===== src/hdl/lfscd_pkg.sv =====
// shared types and constants for the length-framed sum-checked deframer
// no dependencies; compiled first
package lfscd_pkg;

   localparam logic [7:0] HEADER_BYTE   = 8'hFF;
   localparam int         QUEUE_DEPTH   = 2;

   typedef enum logic [1:0] {
      KIND_PAYLOAD = 2'd0,
      KIND_GOOD    = 2'd1,
      KIND_BAD     = 2'd2
   } kind_type;

   // front parser states, one-hot
   typedef enum logic [3:0] {
      ST_WAIT_HDR = 4'b0001,
      ST_GET_ID   = 4'b0010,
      ST_GET_LEN  = 4'b0100,
      ST_GET_BODY = 4'b1000
   } front_state_type;

   // classified work passed from front to back
   typedef struct packed {
      logic       is_check;   // checksum byte, else payload byte
      logic       first;      // first payload byte of the frame: sum restarts
      logic       empty;      // checksum of a zero-length frame
      logic [7:0] data;
      logic [7:0] unit_id;
      logic [7:0] frame_length;
      logic [7:0] byte_index;
   } cmd_type;

endpackage


===== src/hdl/lfscd_req_if.sv =====
// input channel: one received byte per transaction
// depends on nothing
interface lfscd_req_if;
   logic       valid;
   logic       ready;
   logic [7:0] rx_byte;

   modport source (output valid, output rx_byte, input ready);
   modport sink   (input valid, input rx_byte, output ready);
endinterface


===== src/hdl/lfscd_rsp_if.sv =====
// result channel: payload bytes and frame verdicts
// depends on nothing
interface lfscd_rsp_if;
   logic       valid;
   logic       ready;
   logic [1:0] out_kind;
   logic [7:0] byte_value;
   logic [7:0] unit_id;
   logic [7:0] frame_length;
   logic [7:0] byte_index;

   modport source (output valid, output out_kind, output byte_value, output unit_id,
                   output frame_length, output byte_index, input ready);
   modport sink   (input valid, input out_kind, input byte_value, input unit_id,
                   input frame_length, input byte_index, output ready);
endinterface


===== src/hdl/lfscd_front.sv =====
// front end: header/id/length/body parser, classifies each byte
// depends on lfscd_pkg and lfscd_req_if
module lfscd_front (
   input  logic               clock,
   input  logic               reset,
   lfscd_req_if.sink          req,
   input  logic               queue_full,
   output logic               push,
   output lfscd_pkg::cmd_type push_data
);
   import lfscd_pkg::*;

   front_state_type state_ff, state_in;
   logic [7:0]      id_ff, id_in;
   logic [7:0]      len_ff, len_in;
   logic [7:0]      cnt_ff, cnt_in;
   logic            accept;

   assign req.ready = !queue_full;
   assign accept    = req.valid && req.ready;

   always_comb begin
      state_in  = state_ff;
      id_in     = id_ff;
      len_in    = len_ff;
      cnt_in    = cnt_ff;
      push      = 1'b0;
      push_data = '{is_check: 1'b0, first: (cnt_ff == 8'd0), empty: (len_ff == 8'd0),
                    data: req.rx_byte, unit_id: id_ff, frame_length: len_ff,
                    byte_index: cnt_ff};
      if (accept) begin
         if (req.rx_byte == HEADER_BYTE) begin
            state_in = ST_GET_ID;
            id_in    = 8'd0;
            len_in   = 8'd0;
            cnt_in   = 8'd0;
         end else begin
            case (state_ff)
               ST_WAIT_HDR: begin
               end
               ST_GET_ID: begin
                  id_in    = req.rx_byte;
                  state_in = ST_GET_LEN;
               end
               ST_GET_LEN: begin
                  len_in   = req.rx_byte;
                  cnt_in   = 8'd0;
                  state_in = ST_GET_BODY;
               end
               ST_GET_BODY: begin
                  push = 1'b1;
                  if (cnt_ff < len_ff) begin
                     cnt_in = cnt_ff + 8'd1;
                  end else begin
                     push_data.is_check   = 1'b1;
                     push_data.byte_index = 8'd0;
                     state_in             = ST_WAIT_HDR;
                  end
               end
               default: begin
                  state_in = ST_WAIT_HDR;
               end
            endcase
         end
      end
   end

   always_ff @(posedge clock) begin
      if (reset) begin
         state_ff <= ST_WAIT_HDR;
         id_ff    <= 8'd0;
         len_ff   <= 8'd0;
         cnt_ff   <= 8'd0;
      end else begin
         state_ff <= state_in;
         id_ff    <= id_in;
         len_ff   <= len_in;
         cnt_ff   <= cnt_in;
      end
   end

endmodule


===== src/hdl/lfscd_queue.sv =====
// short register queue between parser and checker
// depends on lfscd_pkg
module lfscd_queue #(
   parameter int DEPTH = lfscd_pkg::QUEUE_DEPTH
) (
   input  logic               clock,
   input  logic               reset,
   input  logic               push,
   input  lfscd_pkg::cmd_type push_data,
   output logic               full,
   input  logic               pop,
   output logic               pop_valid,
   output lfscd_pkg::cmd_type pop_data
);
   import lfscd_pkg::*;

   localparam int PTR_W = (DEPTH > 1) ? $clog2(DEPTH) : 1;
   localparam int CNT_W = $clog2(DEPTH + 1);
   localparam logic [PTR_W-1:0] LAST_PTR = PTR_W'(DEPTH - 1);
   localparam logic [CNT_W-1:0] FULL_CNT = CNT_W'(DEPTH);

   cmd_type          entry_ff [DEPTH];
   logic [PTR_W-1:0] wr_ptr_ff, wr_ptr_in;
   logic [PTR_W-1:0] rd_ptr_ff, rd_ptr_in;
   logic [CNT_W-1:0] count_ff, count_in;
   logic             do_push, do_pop;

   assign full      = (count_ff == FULL_CNT);
   assign pop_valid = (count_ff != '0);
   assign pop_data  = entry_ff[rd_ptr_ff];
   assign do_push   = push && !full;
   assign do_pop    = pop && pop_valid;

   always_comb begin
      wr_ptr_in = wr_ptr_ff;
      rd_ptr_in = rd_ptr_ff;
      count_in  = count_ff;
      if (do_push) begin
         wr_ptr_in = (wr_ptr_ff == LAST_PTR) ? '0 : wr_ptr_ff + PTR_W'(1);
      end
      if (do_pop) begin
         rd_ptr_in = (rd_ptr_ff == LAST_PTR) ? '0 : rd_ptr_ff + PTR_W'(1);
      end
      if (do_push && !do_pop) begin
         count_in = count_ff + CNT_W'(1);
      end else if (do_pop && !do_push) begin
         count_in = count_ff - CNT_W'(1);
      end
   end

   always_ff @(posedge clock) begin
      if (reset) begin
         wr_ptr_ff <= '0;
         rd_ptr_ff <= '0;
         count_ff  <= '0;
      end else begin
         wr_ptr_ff <= wr_ptr_in;
         rd_ptr_ff <= rd_ptr_in;
         count_ff  <= count_in;
      end
   end

   always_ff @(posedge clock) begin
      if (do_push) begin
         entry_ff[wr_ptr_ff] <= push_data;
      end
   end

   a_count_bound: assert property (@(posedge clock) disable iff (reset)
      count_ff <= FULL_CNT)
      else $error("queue count beyond depth");

   a_no_push_when_full: assert property (@(posedge clock) disable iff (reset)
      full |-> !push)
      else $error("push into full queue");

   a_pop_drains: assert property (@(posedge clock) disable iff (reset)
      (do_pop && !do_push) |=> (count_ff == $past(count_ff) - CNT_W'(1)))
      else $error("pop did not drain queue");

endmodule


===== src/hdl/lfscd_back.sv =====
// back end: running sum, checksum verdict and output register
// depends on lfscd_pkg and lfscd_rsp_if
module lfscd_back (
   input  logic               clock,
   input  logic               reset,
   input  logic               cmd_valid,
   input  lfscd_pkg::cmd_type cmd,
   output logic               pop,
   lfscd_rsp_if.source        rsp
);
   import lfscd_pkg::*;

   logic       valid_ff, valid_in;
   logic [7:0] sum_ff, sum_in;
   kind_type   kind_ff, kind_in;
   logic [7:0] value_ff, id_ff, len_ff, idx_ff;
   logic [7:0] expect_sum;

   assign pop        = cmd_valid && (!valid_ff || rsp.ready);
   assign expect_sum = cmd.empty ? 8'd0 : sum_ff;

   always_comb begin
      valid_in = valid_ff;
      sum_in   = sum_ff;
      kind_in  = kind_ff;
      if (valid_ff && rsp.ready) begin
         valid_in = 1'b0;
      end
      if (pop) begin
         valid_in = 1'b1;
         if (cmd.is_check) begin
            kind_in = (cmd.data == expect_sum) ? KIND_GOOD : KIND_BAD;
         end else begin
            kind_in = KIND_PAYLOAD;
            sum_in  = cmd.first ? cmd.data : sum_ff + cmd.data;
         end
      end
   end

   always_ff @(posedge clock) begin
      if (reset) begin
         valid_ff <= 1'b0;
         sum_ff   <= 8'd0;
      end else begin
         valid_ff <= valid_in;
         sum_ff   <= sum_in;
      end
   end

   always_ff @(posedge clock) begin
      kind_ff <= kind_in;
      if (pop) begin
         value_ff <= cmd.data;
         id_ff    <= cmd.unit_id;
         len_ff   <= cmd.frame_length;
         idx_ff   <= cmd.byte_index;
      end
   end

   assign rsp.valid        = valid_ff;
   assign rsp.out_kind     = kind_ff;
   assign rsp.byte_value   = value_ff;
   assign rsp.unit_id      = id_ff;
   assign rsp.frame_length = len_ff;
   assign rsp.byte_index   = idx_ff;

endmodule


===== src/hdl/length_framed_sum_checked_deframer.sv =====
// length-framed sum-checked deframer: 0xFF header, id, length, payload, checksum
// path: each result goes from its accepted byte through a queue entry and then the output register to rsp
// throughput: one byte per cycle while the queue has room; a stalled rsp fills the queue and stalls req
// reset: synchronous, active high; parser waits for a header, queue and output empty
// depends on lfscd_pkg, lfscd_req_if, lfscd_rsp_if, lfscd_front, lfscd_queue, lfscd_back
module length_framed_sum_checked_deframer #(
   parameter int QUEUE_DEPTH = lfscd_pkg::QUEUE_DEPTH
) (
   input  logic       clock,
   input  logic       reset,
   lfscd_req_if.sink  req,
   lfscd_rsp_if.source rsp
);
   import lfscd_pkg::*;

   // front to queue
   logic    push;
   cmd_type push_data;
   logic    queue_full;

   // queue to back
   logic    pop;
   logic    pop_valid;
   cmd_type pop_data;

   // parser: tracks frame position, drops stray bytes, tags payload and checksum
   // transactions; stalls the input only when the queue is full
   lfscd_front u_front (
      .clock      (clock),
      .reset      (reset),
      .req        (req),
      .queue_full (queue_full),
      .push       (push),
      .push_data  (push_data)
   );

   // decoupling queue so a stalled result side does not block parsing at once
   lfscd_queue #(
      .DEPTH (QUEUE_DEPTH)
   ) u_queue (
      .clock     (clock),
      .reset     (reset),
      .push      (push),
      .push_data (push_data),
      .full      (queue_full),
      .pop       (pop),
      .pop_valid (pop_valid),
      .pop_data  (pop_data)
   );

   // checker: keeps the running sum, gives the verdict at the checksum byte and
   // holds the result in an output register until taken
   lfscd_back u_back (
      .clock     (clock),
      .reset     (reset),
      .cmd_valid (pop_valid),
      .cmd       (pop_data),
      .pop       (pop),
      .rsp       (rsp)
   );

endmodule

===== src/flat_wrapper.sv =====
// flat-port wrapper written by rule: the top's interface ports become plain ports
module length_framed_sum_checked_deframer_flat import lfscd_pkg::*;
#(
   parameter int QUEUE_DEPTH = lfscd_pkg::QUEUE_DEPTH
)
  (clock, reset, req_valid, req_rx_byte, req_ready, rsp_valid, rsp_out_kind, rsp_byte_value, rsp_unit_id, rsp_frame_length, rsp_byte_index, rsp_ready);
  lfscd_req_if req_i ();
  lfscd_rsp_if rsp_i ();
  input  logic clock;
  input  logic reset;
  input wire logic [$bits(req_i.valid)-1:0] req_valid;
  input wire logic [$bits(req_i.rx_byte)-1:0] req_rx_byte;
  output wire logic [$bits(req_i.ready)-1:0] req_ready;
  output wire logic [$bits(rsp_i.valid)-1:0] rsp_valid;
  output wire logic [$bits(rsp_i.out_kind)-1:0] rsp_out_kind;
  output wire logic [$bits(rsp_i.byte_value)-1:0] rsp_byte_value;
  output wire logic [$bits(rsp_i.unit_id)-1:0] rsp_unit_id;
  output wire logic [$bits(rsp_i.frame_length)-1:0] rsp_frame_length;
  output wire logic [$bits(rsp_i.byte_index)-1:0] rsp_byte_index;
  input wire logic [$bits(rsp_i.ready)-1:0] rsp_ready;
  assign req_i.valid = req_valid;
  assign req_i.rx_byte = req_rx_byte;
  assign req_ready = req_i.ready;
  assign rsp_valid = rsp_i.valid;
  assign rsp_out_kind = rsp_i.out_kind;
  assign rsp_byte_value = rsp_i.byte_value;
  assign rsp_unit_id = rsp_i.unit_id;
  assign rsp_frame_length = rsp_i.frame_length;
  assign rsp_byte_index = rsp_i.byte_index;
  assign rsp_i.ready = rsp_ready;
  length_framed_sum_checked_deframer #(.QUEUE_DEPTH(QUEUE_DEPTH)) u_core (.clock(clock), .reset(reset), .req(req_i), .rsp(rsp_i));
endmodule

===== config.mk =====
export PLATFORM = sky130hd
export DESIGN_NAME = length_framed_sum_checked_deframer_flat
export DESIGN_NICKNAME = d
export VERILOG_FILES = /design/src/hdl/lfscd_pkg.sv /design/src/hdl/lfscd_req_if.sv /design/src/hdl/lfscd_rsp_if.sv /design/src/hdl/lfscd_front.sv /design/src/hdl/lfscd_queue.sv /design/src/hdl/lfscd_back.sv /design/src/hdl/length_framed_sum_checked_deframer.sv /design/src/flat_wrapper.sv
export SDC_FILE = /design/constraint.sdc
export NUM_CORES = 1
export LEC_CHECK = 0
export BUFFER_PORTS_ARGS = -buffer_cell sky130_fd_sc_hd__buf_2
export CAP_MARGIN = 20
export CORE_UTILIZATION = 30
export CTS_CLUSTER_DIAMETER = 200
export CTS_CLUSTER_SIZE = 28
export DETAILED_ROUTE_END_ITERATION = 16
export HOLD_SLACK_MARGIN = 0.06
export PLACE_DENSITY = 0.52
export SLEW_MARGIN = 20
export SYNTH_ARGS = -nofsm -noshare
export SYNTH_HDL_FRONTEND = slang
export SYNTH_SLANG_ARGS = --single-unit
export TNS_END_PERCENT = 50

===== constraint.sdc =====
create_clock -name clock -period 3.44 [get_ports clock]
set_input_delay 0 -clock clock [delete_from_list [all_inputs] [get_ports clock]]
set_output_delay 0 -clock clock [all_outputs]
set_load 0.01 [all_outputs]

==> impl_results.md <==
* Total setup buffers inserted after CTS at 0
* Worst slack at placement at 815 ps
* Core Util, Final at 36.9%
* Switch share at 29.4%
* Register share of total power at 41.9%
* Most area-hungry cell type in the Yosys netlist: edfxtp_1
* Failing checks: DRC
* Share of cells above drive strength 1 at 21.0%
* Routed wire length at 12.6 mm
* Synthesized Nets at 514
* CTS tree: built
* Commonest non-fill, non-tap cell in the layout: edfxtp_1
* Layout area overhead at 20.9%
* Vias in the first global route at 3944
* RSZ-0062 raised after global routing: no
* EDFF count, synth at 104
* Remaining Overflow, GRT at 0
* P_int at 3.97 mW
* Routability cong. at 0.849
* Worst setup EP type: flop
* Pwr/cell area at 755 nW/um2
* Peak VDD IR at 302 uV
* Slew @ Worst Pin at 790 ps
* Worst-skew pair later-pin latency at 420 ps
* Critical-path maximum fanout at 12
* Crit Path Class: flop to flop
* Slew HR at 47.1%
* Fin nets at 583
* DRT Pass-1 Iters at 12
* DRT iter0 DRCs at 212
* Fmax at 0.383 GHz
* Core area at 20200 um2
* Synth Cell Area at 6160 um2
* Longest Clk Path Bufs at 2
* Sw power at 1.65 mW
* Final Hold Vio Count at 0
* Worst Skew at 9.16 ps
* Final worst path period share at 75.9%
* Critical Path AT at 2950 ps
* Main synth FF type: edfxtp_1
* Die H at 145 um
* Clock-pin slew on the worst setup and hold paths at 70 ps
* Post-DP HPWL at 8.39 mm
* HP Class: input port to flop
* I/O pin cnt at 48
* First-pass GRT wire length at 20.7 mm
* Full die area at 21100 um2
* CP cell instances: mux2i_1 -> inv_1 -> ha_1 -> nand3_1 -> o2111ai_1 -> a21o_1 -> a21o_1 -> a21o_1 -> a31oi_1
* CTS Hold Bufs at 10
* Slowest library cell on the worst path: dfxtp_2
* Largest incremental delay on the critical path at 570 ps
* Clock power frac at 34.4%
* Die W at 145 um
* Non-Filler Cell Area, Final at 7440 um2
* CTS root buffer: clkbuf_16
* Max-cap violations at 0
* Total GRT Usage at 12.7%
* PostCTS Resize Cnt at 0
* Top cell type's share of synthesized area at 50.7%
* Via count at 3890
* Yosys cell types at 54
* Synth warn at 0
* Rows at 52
* Asr flop ratio synth at 0%
* Synth area leaders: edfxtp_1 (51%), dfxtp_1 (14%), mux2_2 (4.6%)
* Max-slew violations at 0
* Fin Setup TNS at 0 ps
* Residual DRC at 1
* Status: finished, violations left
* Post-DRT Antenna Nets at 0
* Count of clock tree sinks at 146
* CP most frequent cell: a21o_1
* Seq cells post-synth at 146
* CP Launch Type: flop
* Mean post-synth cell area at 12.7 um2
* PortBufs at 47
* Register area share after synthesis at 64.4%
* Final Total Pwr at 5.62 mW
* Logic pwr share at 23.6%
* Post-Syn Instances at 484
* Vias/cell at 4.65
* Initial antenna violation count at 0
* Drt wl/cell at 15.0 um
* H-tree Lvls at 4
* Setup WS post-layout at 829 ps
* Placed inst area at 6720 um2
* Setup violators final at 0
* Num CTS Buffers at 17
* N_diodes at 0
* Most frequent cells in the layout: edfxtp_1 (104), buf_2 (47), dfxtp_1 (41)
* Post-layout minimum cycle time at 2610 ps
* Largest net degree at the start of global routing at 42
* WP data required at 3770 ps
* Initial core utilization at 30.5%
* Leak at 2.65 nW
## cells in the mapped netlist (2+ instances only)
master / n
mux2_2: 25
nor2_1: 30
o211ai_1: 3
or3_1: 3
nand3_1: 27
nand2b_1: 11
xor2_1: 5
and3_1: 5
nor4_1: 2
nor3b_1: 2
ha_1: 17
nor3_1: 8
a41oi_1: 2
a211o_1: 2
and2_1: 3
edfxtp_1: 104
o31ai_1: 2
o21a_1: 2
o21ai_0: 16
clkbuf_1: 6
xnor2_1: 6
nand4_1: 4
buf_2: 2
inv_1: 24
nand2_1: 36
a21o_1: 7
nand3b_1: 3
a211oi_1: 3
mux2i_1: 9
a31oi_1: 8
dfxtp_1: 42
a21oi_1: 29
o22ai_1: 2
buf_1: 5
nor2b_1: 8
a32oi_1: 3
## critical path, delay by kind of cell (launching register included)
| family | cells | cell delay (ps) |
|---|---|---|
| compound gates | 5 | 880 |
| flops | 1 | 570 |
| mux | 1 | 480 |
| fa+ha+maj | 1 | 360 |
| buf+inv | 1 | 130 |
| simple gates | 1 | 100 |
## state kept, by name, indices dropped and copies added, names as in the netlist, 2 cells and up, named ones only
register,flops
u_core.u_front.len_ff,8
u_core.u_back.rsp.byte_value,8
u_core.u_queue.entry_ff,70
u_core.u_back.rsp.out_kind,2
u_core.u_front.id_ff,8
u_core.u_front.cnt_ff,8
u_core.u_back.rsp.frame_length,8
u_core.u_back.rsp.byte_index,8
u_core.u_queue.count_ff,2
u_core.u_back.rsp.unit_id,8
u_core.u_front.state_ff,4
u_core.u_back.sum_ff,8
## worst paths after layout
kind / start / to / slack (ps) / depth (start not counted)
setup / recovery: flop / u_core.u_back.sum_ff[7] / 830 / 9
hold / removal: reset / u_core.u_queue.wr_ptr_ff / 130 / 2
setup reg to reg: flop / u_core.u_back.sum_ff[7] / 830 / 9
hold reg to reg: u_core.u_front.id_ff[2] / u_core.u_queue.entry_ff[0][18] / 460 / 0
## cell type report
cell class / instances / area, um2
flip-flops and latches: 146 / 3970
clock inverters: 13 / 184
inverters: 25 / 93.8
repair buffers: 64 / 388
well taps: 270 / 338
clock buffers: 19 / 433
fillers: 1932 / 12700
multi-input cells: 299 / 2040
## stage by stage
step                      hold slack [ps]  std cells
final                                 134        836
after global routing                  165        836
after CTS                             139        836
after detailed placement              268        794
after global placement                265        794
after floorplan                      98.9        484
## power by group through the flow
| stage | clock network (mW) | registers (mW) | logic (mW) |
|---|---|---|---|
| floorplan | 0 | 2.43 | 0.847 |
| global placement | 0 | 2.39 | 1.30 |
| detailed placement | 0 | 2.39 | 1.33 |
| CTS | 1.97 | 2.36 | 1.35 |
| global route | 2.05 | 2.39 | 1.47 |
| finish | 1.93 | 2.36 | 1.33 |
## layer usage
layer	global-route usage, %	vias to the layer above	part of all wire, %
met2	20.1	75	47
li1	-	1928	-
met4	5.95	0	2.1
met1	16.2	1871	47
met3	3.27	16	4.1
met5	0	-	0
## kinds of logic (layout without fill, tap and decap cells)
logic type	Yosys count	after routing	synth area share, %
AND/OR/NAND/NOR	148	148	12.1
flip-flops	146	146	64.4
AO/OA/AOI/OAI	86	86	9.02
buffers and inverters	39	121	2.54
multiplexers	36	36	6.63
adder cells (fa/ha/maj)	18	18	3.78
XOR/XNOR	11	11	1.57
Power figures use the tool's default switching activity.
